**src/design/eipp_pkg.sv**
```systemverilog
// Shared types, record codes and helpers for the Ethernet/IPv4/TCP header parser.
package eipp_pkg;

  localparam int QUEUE_DEPTH_DFLT = 4;

  localparam logic [2:0] KIND_TCP_HDR = 3'd0;
  localparam logic [2:0] KIND_PAYLOAD = 3'd1;
  localparam logic [2:0] KIND_NON_TCP = 3'd2;
  localparam logic [2:0] KIND_BAD_IP  = 3'd3;
  localparam logic [2:0] KIND_BAD_TCP = 3'd4;
  localparam logic [2:0] KIND_TRUNC   = 3'd5;

  localparam logic [15:0] ETYPE_IPV4 = 16'h0800;
  localparam logic [7:0]  PROTO_TCP  = 8'd6;
  localparam logic [6:0]  MIN_HDR    = 7'd20;
  localparam logic [7:0]  PRINT_LO   = 8'h20;
  localparam logic [7:0]  PRINT_HI   = 8'h7E;
  localparam logic [7:0]  CHAR_DOT   = 8'h2E;

  typedef struct packed {
    logic [7:0] data_byte;
    logic       last_byte;
  } in_item_t;

  typedef struct packed {
    logic [2:0]  record_kind;
    logic [47:0] dst_mac;
    logic [47:0] src_mac;
    logic [31:0] src_ip;
    logic [31:0] dst_ip;
    logic [15:0] src_port;
    logic [15:0] dst_port;
    logic [5:0]  ip_header_bytes;
    logic [5:0]  tcp_header_bytes;
    logic [15:0] payload_bytes;
    logic [7:0]  payload_char;
    logic        last_of_packet;
  } out_item_t;

  // Record request from the parser to the formatter: a snapshot of the captured fields.
  typedef struct packed {
    logic [2:0]  kind;
    logic [7:0]  raw_byte;
    logic [47:0] dst_mac;
    logic [47:0] src_mac;
    logic [31:0] src_ip;
    logic [31:0] dst_ip;
    logic [31:0] ports;
    logic [3:0]  ihl;
    logic [3:0]  tcp_words;
    logic [15:0] ip_total;
    logic        last;
  } cmd_t;

  // IP total length minus both headers, clamped at zero.
  function automatic logic [15:0] calc_payload(input logic [15:0] total,
                                               input logic [3:0]  ihl,
                                               input logic [3:0]  tcp_words);
    logic [6:0] hdrs;
    hdrs = {1'b0, ihl, 2'b00} + {1'b0, tcp_words, 2'b00};
    calc_payload = (total > {9'd0, hdrs}) ? (total - {9'd0, hdrs}) : 16'd0;
  endfunction

endpackage

```
**src/design/eth_ipv4_tcp_header_parser.sv**
```systemverilog
// Top level of the Ethernet/IPv4/TCP header parser: parser, record queue, formatter.
//
//  channel  direction  handshake            payload
//  in_      input      in_push / in_full    in_item   (data_byte, last_byte)
//  out_     output     out_empty / out_pop  out_item  (record fields)
//
// One byte is accepted per clock while in_full is low; the parser decides the record in the same cycle.
// A record is written into the queue when its byte is accepted, and moves on into the
// output register when that register is free or is popped in that cycle.
// in_full rises only when the record queue (QUEUE_DEPTH entries) fills because
// out_pop is held low; the output register keeps its item until it is popped.
// Reset is synchronous, active low; it clears the parser state, empties the queue and empties the output register.
module eth_ipv4_tcp_header_parser #(
  parameter int QUEUE_DEPTH = eipp_pkg::QUEUE_DEPTH_DFLT
) (
  input  logic                clk,
  input  logic                rst_n,
  input  logic                in_push,
  output logic                in_full,
  input  eipp_pkg::in_item_t  in_item,
  output logic                out_empty,
  input  logic                out_pop,
  output eipp_pkg::out_item_t out_item
);
  import eipp_pkg::*;

  logic accept;
  logic f_push;
  cmd_t f_cmd;
  logic q_valid, q_pop;
  cmd_t q_data;

  assign accept = in_push && !in_full;

  eipp_front u_front (
    .clk     (clk),
    .rst_n   (rst_n),
    .accept  (accept),
    .in_item (in_item),
    .push    (f_push),
    .cmd     (f_cmd)
  );

  eipp_queue #(.DEPTH(QUEUE_DEPTH)) u_queue (
    .clk       (clk),
    .rst_n     (rst_n),
    .push      (f_push),
    .push_data (f_cmd),
    .full      (in_full),
    .pop       (q_pop),
    .valid     (q_valid),
    .pop_data  (q_data)
  );

  eipp_back u_back (
    .clk       (clk),
    .rst_n     (rst_n),
    .q_valid   (q_valid),
    .q_data    (q_data),
    .q_pop     (q_pop),
    .out_empty (out_empty),
    .out_pop   (out_pop),
    .out_item  (out_item)
  );

endmodule

```
**src/design/eipp_front.sv**
```systemverilog
// Byte parser: tracks frame position, captures header fields, classifies records.
module eipp_front (
  input  logic              clk,
  input  logic              rst_n,
  input  logic              accept,
  input  eipp_pkg::in_item_t in_item,
  output logic              push,
  output eipp_pkg::cmd_t    cmd
);
  import eipp_pkg::*;

  typedef enum logic [1:0] {
    PH_HEADER,
    PH_OPTIONS,
    PH_PAYLOAD,
    PH_IGNORE
  } phase_t;

  localparam logic [16:0] POS_MAX = 17'h1FFFF;

  phase_t      phase_r, phase_nxt;
  logic [16:0] pos_r, pos_nxt;
  logic [47:0] dst_mac_r, dst_mac_nxt, src_mac_r, src_mac_nxt;
  logic [15:0] etype_r, etype_nxt;
  logic [3:0]  ihl_r, ihl_nxt;
  logic [15:0] total_r, total_nxt;
  logic [7:0]  proto_r, proto_nxt;
  logic [31:0] src_ip_r, src_ip_nxt, dst_ip_r, dst_ip_nxt;
  logic [31:0] port_r, port_nxt;
  logic [15:0] left_r, left_nxt;
  logic [3:0]  tcpw_r, tcpw_nxt;

  logic [6:0]  tcp_start;
  logic [16:0] ts17;
  logic [7:0]  opt_end;
  logic        emit;
  logic [2:0]  kind;
  logic        last_flag;
  logic [7:0]  b;
  logic        lastb;

  always_comb begin
    b     = in_item.data_byte;
    lastb = in_item.last_byte;
    phase_nxt   = phase_r;
    pos_nxt     = pos_r;
    dst_mac_nxt = dst_mac_r;
    src_mac_nxt = src_mac_r;
    etype_nxt   = etype_r;
    ihl_nxt     = ihl_r;
    total_nxt   = total_r;
    proto_nxt   = proto_r;
    src_ip_nxt  = src_ip_r;
    dst_ip_nxt  = dst_ip_r;
    port_nxt    = port_r;
    left_nxt    = left_r;
    tcpw_nxt    = tcpw_r;
    emit        = 1'b0;
    kind        = KIND_TRUNC;
    last_flag   = 1'b1;

    tcp_start = 7'd14 + {1'b0, ihl_r, 2'b00};
    ts17      = {10'd0, tcp_start};
    opt_end   = {1'b0, tcp_start} + {2'b00, tcpw_r, 2'b00} - 8'd1;

    unique case (phase_r)
      PH_HEADER: begin
        if (pos_r < 17'd6) dst_mac_nxt = {dst_mac_r[39:0], b};
        else if (pos_r < 17'd12) src_mac_nxt = {src_mac_r[39:0], b};
        else if (pos_r < 17'd14) etype_nxt = {etype_r[7:0], b};
        else if (pos_r == 17'd14) ihl_nxt = b[3:0];
        else if (pos_r == 17'd16 || pos_r == 17'd17) total_nxt = {total_r[7:0], b};
        else if (pos_r == 17'd23) proto_nxt = b;
        else if (pos_r >= 17'd26 && pos_r < 17'd30) src_ip_nxt = {src_ip_r[23:0], b};
        else if (pos_r >= 17'd30 && pos_r < 17'd34) dst_ip_nxt = {dst_ip_r[23:0], b};
        else if (pos_r >= ts17 && pos_r < ts17 + 17'd4) port_nxt = {port_r[23:0], b};
        else if (pos_r == ts17 + 17'd12) tcpw_nxt = b[7:4];

        if (pos_r == 17'd13 && etype_nxt != ETYPE_IPV4) begin
          phase_nxt = PH_IGNORE;
        end else if (pos_r == 17'd14 && {1'b0, ihl_nxt, 2'b00} < MIN_HDR) begin
          emit = 1'b1; kind = KIND_BAD_IP; last_flag = 1'b1;
          phase_nxt = PH_IGNORE;
        end else if (pos_r == 17'd33 && proto_nxt != PROTO_TCP) begin
          emit = 1'b1; kind = KIND_NON_TCP; last_flag = 1'b1;
          phase_nxt = PH_IGNORE;
        end else if (pos_r >= 17'd34 && pos_r == ts17 + 17'd12) begin
          emit = 1'b1;
          if ({1'b0, tcpw_nxt, 2'b00} < MIN_HDR) begin
            kind = KIND_BAD_TCP; last_flag = 1'b1;
            phase_nxt = PH_IGNORE;
          end else begin
            left_nxt  = calc_payload(total_nxt, ihl_nxt, tcpw_nxt);
            kind      = KIND_TCP_HDR;
            last_flag = (left_nxt == 16'd0) || lastb;
            if (left_nxt == 16'd0) phase_nxt = PH_IGNORE;
            else if (tcpw_nxt > 4'd5) phase_nxt = PH_OPTIONS;
            else phase_nxt = PH_PAYLOAD;
          end
        end
      end
      PH_OPTIONS: begin
        if (pos_r == {9'd0, opt_end}) phase_nxt = PH_PAYLOAD;
      end
      PH_PAYLOAD: begin
        left_nxt  = left_r - 16'd1;
        emit      = 1'b1;
        kind      = KIND_PAYLOAD;
        last_flag = (left_nxt == 16'd0) || lastb;
        if (left_nxt == 16'd0) phase_nxt = PH_IGNORE;
      end
      PH_IGNORE: ;
      default: ;
    endcase

    // frame ended while records were still due
    if (lastb && !emit && phase_nxt != PH_IGNORE) begin
      emit = 1'b1; kind = KIND_TRUNC; last_flag = 1'b1;
    end

    cmd.kind      = kind;
    cmd.raw_byte  = b;
    cmd.dst_mac   = dst_mac_nxt;
    cmd.src_mac   = src_mac_nxt;
    cmd.src_ip    = src_ip_nxt;
    cmd.dst_ip    = dst_ip_nxt;
    cmd.ports     = port_nxt;
    cmd.ihl       = ihl_nxt;
    cmd.tcp_words = tcpw_nxt;
    cmd.ip_total  = total_nxt;
    cmd.last      = last_flag;

    if (lastb) begin
      phase_nxt   = PH_HEADER;
      pos_nxt     = '0;
      dst_mac_nxt = '0;
      src_mac_nxt = '0;
      etype_nxt   = '0;
      ihl_nxt     = '0;
      total_nxt   = '0;
      proto_nxt   = '0;
      src_ip_nxt  = '0;
      dst_ip_nxt  = '0;
      port_nxt    = '0;
      left_nxt    = '0;
      tcpw_nxt    = '0;
    end else if (pos_r != POS_MAX) begin
      pos_nxt = pos_r + 17'd1;
    end
  end

  assign push = accept && emit;

  always_ff @(posedge clk) begin
    if (!rst_n) begin
      phase_r   <= PH_HEADER;
      pos_r     <= '0;
      dst_mac_r <= '0;
      src_mac_r <= '0;
      etype_r   <= '0;
      ihl_r     <= '0;
      total_r   <= '0;
      proto_r   <= '0;
      src_ip_r  <= '0;
      dst_ip_r  <= '0;
      port_r    <= '0;
      left_r    <= '0;
      tcpw_r    <= '0;
    end else if (accept) begin
      phase_r   <= phase_nxt;
      pos_r     <= pos_nxt;
      dst_mac_r <= dst_mac_nxt;
      src_mac_r <= src_mac_nxt;
      etype_r   <= etype_nxt;
      ihl_r     <= ihl_nxt;
      total_r   <= total_nxt;
      proto_r   <= proto_nxt;
      src_ip_r  <= src_ip_nxt;
      dst_ip_r  <= dst_ip_nxt;
      port_r    <= port_nxt;
      left_r    <= left_nxt;
      tcpw_r    <= tcpw_nxt;
    end
  end

`ifndef NO_ASSERTIONS
  a_frame_restart: assert property (@(posedge clk) disable iff (!rst_n)
    (accept && in_item.last_byte) |=> (pos_r == '0 && phase_r == PH_HEADER))
    else $error("parser state not cleared after frame end");
  a_ignore_quiet: assert property (@(posedge clk) disable iff (!rst_n)
    (accept && phase_r == PH_IGNORE) |-> !push)
    else $error("record produced in ignored part of frame");
`endif

endmodule

```
**src/design/eipp_queue.sv**
```systemverilog
// Small record queue between the parser and the output formatter.
module eipp_queue #(
  parameter int DEPTH = eipp_pkg::QUEUE_DEPTH_DFLT
) (
  input  logic           clk,
  input  logic           rst_n,
  input  logic           push,
  input  eipp_pkg::cmd_t push_data,
  output logic           full,
  input  logic           pop,
  output logic           valid,
  output eipp_pkg::cmd_t pop_data
);
  import eipp_pkg::*;

  localparam int AW = (DEPTH > 1) ? $clog2(DEPTH) : 1;
  localparam int CW = $clog2(DEPTH + 1);

  cmd_t          mem_r [DEPTH];
  logic [AW-1:0] wr_ptr_r, rd_ptr_r;
  logic [CW-1:0] cnt_r;
  logic          do_push, do_pop;

  assign full     = (cnt_r == CW'(DEPTH));
  assign valid    = (cnt_r != '0);
  assign pop_data = mem_r[rd_ptr_r];
  assign do_push  = push && !full;
  assign do_pop   = pop && valid;

  always_ff @(posedge clk) begin
    if (do_push) mem_r[wr_ptr_r] <= push_data;
  end

  always_ff @(posedge clk) begin
    if (!rst_n) begin
      wr_ptr_r <= '0;
      rd_ptr_r <= '0;
      cnt_r    <= '0;
    end else begin
      if (do_push) wr_ptr_r <= (wr_ptr_r == AW'(DEPTH - 1)) ? '0 : wr_ptr_r + AW'(1);
      if (do_pop)  rd_ptr_r <= (rd_ptr_r == AW'(DEPTH - 1)) ? '0 : rd_ptr_r + AW'(1);
      if (do_push && !do_pop) cnt_r <= cnt_r + CW'(1);
      else if (do_pop && !do_push) cnt_r <= cnt_r - CW'(1);
    end
  end

`ifndef NO_ASSERTIONS
  a_no_overflow: assert property (@(posedge clk) disable iff (!rst_n)
    !(push && full))
    else $error("record pushed into full queue");
  a_count_bound: assert property (@(posedge clk) disable iff (!rst_n)
    cnt_r <= CW'(DEPTH))
    else $error("queue count out of range");
`endif

endmodule

```
**src/design/eipp_back.sv**
```systemverilog
// Output formatter: turns queued records into result items behind an output register.
module eipp_back (
  input  logic              clk,
  input  logic              rst_n,
  input  logic              q_valid,
  input  eipp_pkg::cmd_t    q_data,
  output logic              q_pop,
  output logic              out_empty,
  input  logic              out_pop,
  output eipp_pkg::out_item_t out_item
);
  import eipp_pkg::*;

  logic      out_valid_r;
  out_item_t out_item_r, out_item_nxt;
  logic      is_pl;

  always_comb begin
    is_pl = (q_data.kind == KIND_TCP_HDR) || (q_data.kind == KIND_PAYLOAD);
    out_item_nxt.record_kind      = q_data.kind;
    out_item_nxt.dst_mac          = q_data.dst_mac;
    out_item_nxt.src_mac          = q_data.src_mac;
    out_item_nxt.src_ip           = q_data.src_ip;
    out_item_nxt.dst_ip           = q_data.dst_ip;
    out_item_nxt.src_port         = q_data.ports[31:16];
    out_item_nxt.dst_port         = q_data.ports[15:0];
    out_item_nxt.ip_header_bytes  = {q_data.ihl, 2'b00};
    out_item_nxt.tcp_header_bytes = {q_data.tcp_words, 2'b00};
    out_item_nxt.payload_bytes    = is_pl ?
      calc_payload(q_data.ip_total, q_data.ihl, q_data.tcp_words) : 16'd0;
    if (q_data.kind != KIND_PAYLOAD) out_item_nxt.payload_char = 8'd0;
    else if (q_data.raw_byte >= PRINT_LO && q_data.raw_byte <= PRINT_HI)
      out_item_nxt.payload_char = q_data.raw_byte;
    else out_item_nxt.payload_char = CHAR_DOT;
    out_item_nxt.last_of_packet   = q_data.last;
  end

  assign q_pop     = q_valid && (!out_valid_r || out_pop);
  assign out_empty = !out_valid_r;
  assign out_item  = out_item_r;

  always_ff @(posedge clk) begin
    if (q_pop) out_item_r <= out_item_nxt;
  end

  always_ff @(posedge clk) begin
    if (!rst_n) begin
      out_valid_r <= 1'b0;
    end else if (q_pop) begin
      out_valid_r <= 1'b1;
    end else if (out_pop) begin
      out_valid_r <= 1'b0;
    end
  end

`ifndef NO_ASSERTIONS
  a_kind_range: assert property (@(posedge clk) disable iff (!rst_n)
    out_valid_r |-> (out_item_r.record_kind <= KIND_TRUNC))
    else $error("undefined record kind on output");
  a_char_mapped: assert property (@(posedge clk) disable iff (!rst_n)
    (out_valid_r && out_item_r.record_kind == KIND_PAYLOAD) |->
      ((out_item_r.payload_char >= PRINT_LO && out_item_r.payload_char <= PRINT_HI)))
    else $error("payload char not printable");
`endif

endmodule
```
**config.mk**
```make
export PLATFORM = sky130hd
export DESIGN_NAME = eth_ipv4_tcp_header_parser
export DESIGN_NICKNAME = d
export VERILOG_FILES = /design/src/design/eipp_pkg.sv /design/src/design/eth_ipv4_tcp_header_parser.sv /design/src/design/eipp_front.sv /design/src/design/eipp_queue.sv /design/src/design/eipp_back.sv
export SDC_FILE = /design/constraint.sdc
export NUM_CORES = 1
export LEC_CHECK = 0
export ABC_AREA = 0
export BUFFER_PORTS_ARGS = -buffer_cell sky130_fd_sc_hd__buf_2
export CORE_UTILIZATION = 35
export CTS_BUF_LIST = sky130_fd_sc_hd__clkbuf_4 sky130_fd_sc_hd__clkbuf_8 sky130_fd_sc_hd__clkbuf_16
export CTS_CLUSTER_DIAMETER = 120
export DETAILED_ROUTE_END_ITERATION = 8
export PLACE_DENSITY = 0.59
export SLEW_MARGIN = 25
export SYNTH_ARGS = -nofsm -noshare
export SYNTH_HDL_FRONTEND = slang
export SYNTH_SLANG_ARGS = --single-unit
```
**constraint.sdc**
```tcl
create_clock -name clk -period 33.8 [get_ports clk]
set_input_delay 6.76 -clock clk [delete_from_list [all_inputs] [get_ports clk]]
set_output_delay 6.76 -clock clk [all_outputs]
set_load 0.03 [all_outputs]
```
==> run summary, run 1 <==
Max-slew headroom - 0.2751
Via Count - 29780
Total grt overflow - 0
CP arrival - 12.78 ns
Buffers on Ports - 242
Min Tclk post-route - 12.40 ns
Total track usage - 0.1609
Ys flop type - edfxtp_1
Hold depth - 2
Cell area after layout - 0.06543 mm^2
RSZ-0062 raised after global routing - false
DR DRC count - 0
Share of cells above drive strength 1 - 0.2867
Total negative slack - 0 ns
Max Fanout on Critical Path - 61
Peak supply drop - 0.06073 mV
Ys Warns - 0
Initial Util - 0.3542
CTS buffer count - 154
Placer Congestion - 0.8544
#FFs+latches synth - 1425
HP Start - u_front.left_r[15]
CTS tree - done
Number of synthesized flops with an enable pin - 1140
IO Count - 247
Clock Skew - 0.04288 ns
Run status - finished, final reports clean
Cell Pwr Density - 78.67 mW/mm^2
Synth Instances - 3281
Place WS - 20.26 ns
Final number of max-transition violations - 0
Worst hold endpoint - u_front.left_r[15]
Clock transition at path regs - 0.06 ns
Via density - 5.122
Die H - 403.3 um
Vias in the first global route - 29940
Setup bufs post-CTS - 0
Top cell type's share of synthesized area - 0.6074
Antenna violations before repair - 9
Synth area leaders - edfxtp_1 61%, dfxtp_1 10%, mux4_2 9.1%
Fmax - 80.65 MHz
Synth unique cells - 79
WS Path Type - input pin to register
Final Hold Viols - 0
Reg2reg path depth - 26
Nets@finish - 3600
Worst Hold Class - register to register
Max cap viols - 0
CP endpoint kind - register
Clk sinks - 1425
CTS resizes - 0
H-Tree Level Count - 4
Area leader, netlist - edfxtp_1
Ys async rst share - 0
Die Wd - 403.3 um
Die Area - 0.1626 mm^2
HPWL Detailed - 78330 um
CP Launch Type - input pin
Worst setup margin - 21.40 ns
WL per Instance - 22.69 um
Largest net degree at the start of global routing - 177
# hold bufs at CTS - 0
Drt first pass iters - 5
Placement Cell Area - 0.05996 mm^2
Area Overhead vs Synth - 16.10%
Worst r2r dst - u_queue.mem_r[0][0]
Slew @ Worst Pin - 1.087 ns
CP required - 34.19 ns
Core area - 0.1591 mm^2
Endpoints failing setup - 0
Clock Latency Late Sink - 0.80 ns
Fillers - 14290
Mapped Area - 0.05636 mm^2
Root Driver - clkbuf_16
Static Leak - 21.76 nW
DR iter-0 viols - 1922
Post-synthesis sequential area ratio - 0.7087
Std cell rows - 146
Global-route wire length before repair - 197400 um
Final ANT Viol Nets - 0
Max Root-Sink Buffers - 3
Routed WL - 131900 um
Reg2reg start - u_front.ihl_r[0]
Synthesized area per cell - 17.18 um^2
Fin crit share - 0.3668
R2R Setup Slk - 26.42 ns
==> flip-flops by register name, indices dropped and copies added (netlist names), named ones only <==
register / count
u_back.out_item: 228
u_back.out_valid_r: 1
u_front.dst_ip_r: 32
u_front.dst_mac_r: 48
u_front.etype_r: 16
u_front.ihl_r: 4
u_front.left_r: 16
u_front.phase_r: 2
u_front.port_r: 32
u_front.pos_r: 17
u_front.proto_r: 8
u_front.src_ip_r: 32
u_front.src_mac_r: 48
u_front.tcpw_r: 4
u_front.total_r: 16
u_queue.cnt_r: 3
u_queue.mem_r: 912
u_queue.rd_ptr_r: 2
u_queue.wr_ptr_r: 2
==> stage by stage <==
stage	cells	util	hold slack, ns	power (mW)
after floorplan	3285	-	0.4488	3.159
after global placement	5518	0.3768	0.4821	3.498
after detailed placement	5518	0.3768	0.4783	3.501
after CTS	5807	0.4103	0.4979	5.234
after global routing	5812	0.4112	0.5181	5.362
final	5814	0.4113	0.5016	5.148
==> synth_stat cells, types with 32 or more instances <==
| cell | n |
|---|---|
| ha_1 | 48 |
| a21oi_1 | 42 |
| nand2_1 | 94 |
| a22oi_1 | 242 |
| clkbuf_1 | 151 |
| mux2_2 | 209 |
| nor3_1 | 37 |
| mux4_2 | 228 |
| inv_1 | 34 |
| dfxtp_1 | 285 |
| nor2_1 | 81 |
| xor2_1 | 32 |
| o21ai_0 | 47 |
| nor2b_1 | 264 |
| edfxtp_1 | 1140 |
==> cell families (layout without fill, tap and decap cells) <==
group,count (synthesis),count (layout),share of synthesized area
flip-flops,1425,1425,0.7087
AND/OR/NAND/NOR,615,615,0.06150
multiplexers,449,449,0.1351
AO/OA/AOI/OAI,439,439,0.05533
buffers and inverters,234,615,0.01661
XOR/XNOR,63,63,0.009924
adder cells (fa/ha/maj),54,54,0.01279
other,2,8,0.0001333
==> cell usage in the layout (no fill, tap or decap), drive strengths merged, types with 45 or more instances in the layout <==
cell type / Yosys / routed
nor2: 82 / 82
clkinv: 0 / 45
clkbuf: 151 / 221
a22oi: 242 / 242
o21ai: 57 / 57
buf: 49 / 291
mux4: 228 / 228
edfxtp: 1140 / 1140
dfxtp: 285 / 285
ha: 48 / 48
mux2: 209 / 209
nor2b: 264 / 264
nand2: 96 / 96
==> final cells by class <==
class                   instances  area, um^2  share of cell area
clock buffers                 220        4487             0.06857
diodes                          2       5.005          0.00007649
well taps                    2146        2685             0.04103
clock inverters                69       833.3             0.01273
inverters                      34       127.6            0.001950
multi-input cells            1626       15580              0.2381
flip-flops and latches       1425       39950              0.6105
repair buffers                292        1769             0.02704
==> layer usage <==
layer	track usage	share of wire
met5	0	0.000099
met4	0.04576	0.023
met3	0.02955	0.046
met2	0.2578	0.48
met1	0.2235	0.45
==> worst max-delay path, cell delays in order <==
cell and delay [ns]:
buf_2 0.10, buf_4 0.24, or4_1 0.59, or4_1 0.48
mux2_2 0.30, a32oi_2 0.35, nand2_1 0.14, o221ai_1 0.28
a32oi_2 0.37, nor2b_4 0.62, buf_4 0.65, buf_4 0.79
buf_4 0.82
==> report_power, final <==
group | internal [mW] | switching [mW] | total, mW | leakage, nW
registers | 2.16 | 0.0717 | 2.23 | 13.1
clock network | 1.01 | 0.709 | 1.72 | 2.65
logic | 0.383 | 0.818 | 1.20 | 6.05
==> worst max-delay path by stage <==
stage / to / depth (start not counted) / from
floorplan: u_queue.cnt_r[2] / 9 / out_pop
global placement: u_queue.mem_r[0][92] / 13 / in_item[1]
detailed placement: u_queue.mem_r[0][92] / 13 / in_item[1]
CTS: u_queue.mem_r[0][120] / 13 / in_item[1]
global route: u_queue.mem_r[0][89] / 13 / in_item[1]
finish: u_queue.mem_r[0][89] / 13 / in_item[1]
Note: power is estimated with default switching activity, not from simulation.
==> run 2: changes to the inputs <==
clock period = 12.6 ns   (was 33.8 ns; I/O delays follow)
==> run summary, run 2 (same netlist as run 1, synthesis figures left out) <==
R2R Setup Slk - 5.31 ns (-21.11 ns)
CP Launch Type - register
Clk sinks - 1425 (unchanged)
Worst r2r dst - u_queue.mem_r[3][0]
CTS buffer count - 151 (-1.9%)
Endpoints failing setup - 0 (unchanged)
Biggest register - u_queue.mem_r
Fmax - 137.1 MHz
Via density - 5.139 (+0.32%)
DR iter-0 viols - 2196 (+14%)
Worst hold endpoint - u_queue.wr_ptr_r[1]
Die Area - 0.1626 mm^2 (unchanged)
Core area - 0.1591 mm^2 (unchanged)
CP required - 13.11 ns (-21.08 ns)
Clock transition at path regs - 0.06 ns (about the same)
DR DRC count - 0 (unchanged)
Run status - finished, final reports clean
Die Wd - 403.3 um (unchanged)
Static Leak - 21.60 nW (-0.74%)
Fin crit share - 0.5789
Most frequent cells in the layout - 1140 x edfxtp_1, 283 x dfxtp_1, 260 x nor2b_1, 242 x a22oi_1, 241 x buf_2
Clock Skew - 0.05813 ns (+0.01526 ns)
CP endpoint kind - register
Largest register FFs - 912 (unchanged)
IO Count - 247 (unchanged)
Cell Pwr Density - 210.3 mW/mm^2 (+170%)
Drt first pass iters - 5 (unchanged)
HP Start - u_queue.wr_ptr_r[1]
Crit path launch - u_front.ihl_r[0]
Slowest-stage cell, CP - dfxtp_1
Worst Hold Class - register to register
Hold depth - 2 (unchanged)
Worst setup margin - 5.306 ns (-16.09 ns)
RSZ-0062 raised after global routing - false
Reg2reg path depth - 26 (unchanged)
CTS resizes - 0 (unchanged)
Min Tclk post-route - 7.294 ns
Total grt overflow - 0 (unchanged)
Largest stage delay on the critical path - 0.56 ns (-0.26 ns)
Global-route wire length before repair - 195900 um (-0.75%)
Setup bufs post-CTS - 0 (unchanged)
Antenna violations before repair - 14 (+5)
WL per Instance - 22.50 um (-0.83%)
Final core utilization - 0.4097 (-0.001573)
Place WS - 5.053 ns (-15.20 ns)
Initial Util - 0.3542 (unchanged)
CTS tree - done
Largest net degree at the start of global routing - 178 (+0.56%)
Root Driver - clkbuf_16
Most common cell after layout, fill and taps aside - edfxtp_1
Clock Latency Late Sink - 0.81 ns (about the same)
Final Hold Viols - 0 (unchanged)
Area Overhead vs Synth - 15.66%
Fillers - 14260 (-0.20%)
Std cell rows - 146 (unchanged)
Total track usage - 0.1597 (-0.001233)
Max Root-Sink Buffers - 3 (unchanged)
Final ANT Viol Nets - 0 (unchanged)
WS Path Type - register to register
Max cap viols - 0 (unchanged)
Total negative slack - 0 ns (unchanged)
HPWL Detailed - 77210 um (-1.4%)
Share of cells above drive strength 1 - 0.2788 (-0.007937)
Via Count - 29820 (+0.12%)
Peak supply drop - 0.1853 mV (+210%)
Slew @ Worst Pin - 1.100 ns (+0.01233 ns)
Reg2reg start - u_front.ihl_r[0]
Placer Congestion - 0.8291 (-3.0%)
Final number of max-transition violations - 0 (unchanged)
Routed WL - 130500 um (-1.0%)
Max Fanout on Critical Path - 11 (-82%)
Buffers on Ports - 242 (unchanged)
Vias in the first global route - 29880 (-0.21%)
Worst path most repeated cell - ha_1
# hold bufs at CTS - 0 (unchanged)
Die H - 403.3 um (unchanged)
Max-slew headroom - 0.2669 (-0.008223)
H-Tree Level Count - 4 (unchanged)
Nets@finish - 3592 (-0.22%)
CP arrival - 7.81 ns (-4.97 ns)
[run 2: worst max path at each step]
stage                            end  cells after the start  slack (ns)
3_5_place_dp   u_queue.mem_r[2][198]                     12        5.05
5_1_grt          u_queue.mem_r[3][0]                     26        4.86
6_report         u_queue.mem_r[3][0]                     26        5.31
2_1_floorplan    u_queue.mem_r[0][0]                      8       -2.86
3_3_place_gp    u_queue.mem_r[3][13]                     12        5.11
4_1_cts          u_queue.mem_r[3][0]                     26        5.33
[run 2: through the flow]
step                      hold WS (ns)  cell area, um^2  power, mW  cells
after floorplan                 0.4488            56380      8.378   3285
after global placement          0.4719            59980      9.385   5518
after detailed placement        0.4847            59980      9.390   5518
after CTS                       0.4991            65170      13.94   5798
after global routing            0.5273            65170      14.28   5798
final                           0.4963            65180      13.71   5802
[run 2: cell type report]
class | instances | area, um^2 | share of cell area
Sequential cell | 1425 | 39950 | 0.6128
Multi-Input combinational cell | 1626 | 15580 | 0.2390
Clock buffer | 210 | 4289 | 0.06580
Tap cell | 2146 | 2685 | 0.04119
Timing Repair Buffer | 287 | 1649 | 0.02530
Clock inverter | 70 | 898.4 | 0.01378
Inverter | 34 | 127.6 | 0.001958
Antenna cell | 4 | 10.01 | 0.0001536
[run 2: per-layer routing]
layer | part of all wire | vias up | global-route usage
met1 | 0.45 | 15400 | 0.2258
met2 | 0.47 | 812 | 0.2509
met3 | 0.050 | 193 | 0.02916
met4 | 0.023 | 4 | 0.04629
li1 | - | 13410 | -
met5 | 0.00018 | - | 0
[run 2: worst max-delay path, delay by kind of cell, from the launching register on]
kind,cells,cell delay (ns)
AOI/OAI and AO/OA,9,1.85
adders and majority gates,5,1.65
and+or+nand+nor,7,1.58
xor gates and xnor gates,3,0.76
DFF,1,0.56
muxes,1,0.40
buffers and inverters,1,0.23
[run 2: power by group]
part | switching [mW] | internal (mW) | total [mW]
clock network | 1.89 | 2.62 | 4.51
registers | 0.217 | 5.79 | 6.01
logic | 2.18 | 1.01 | 3.19
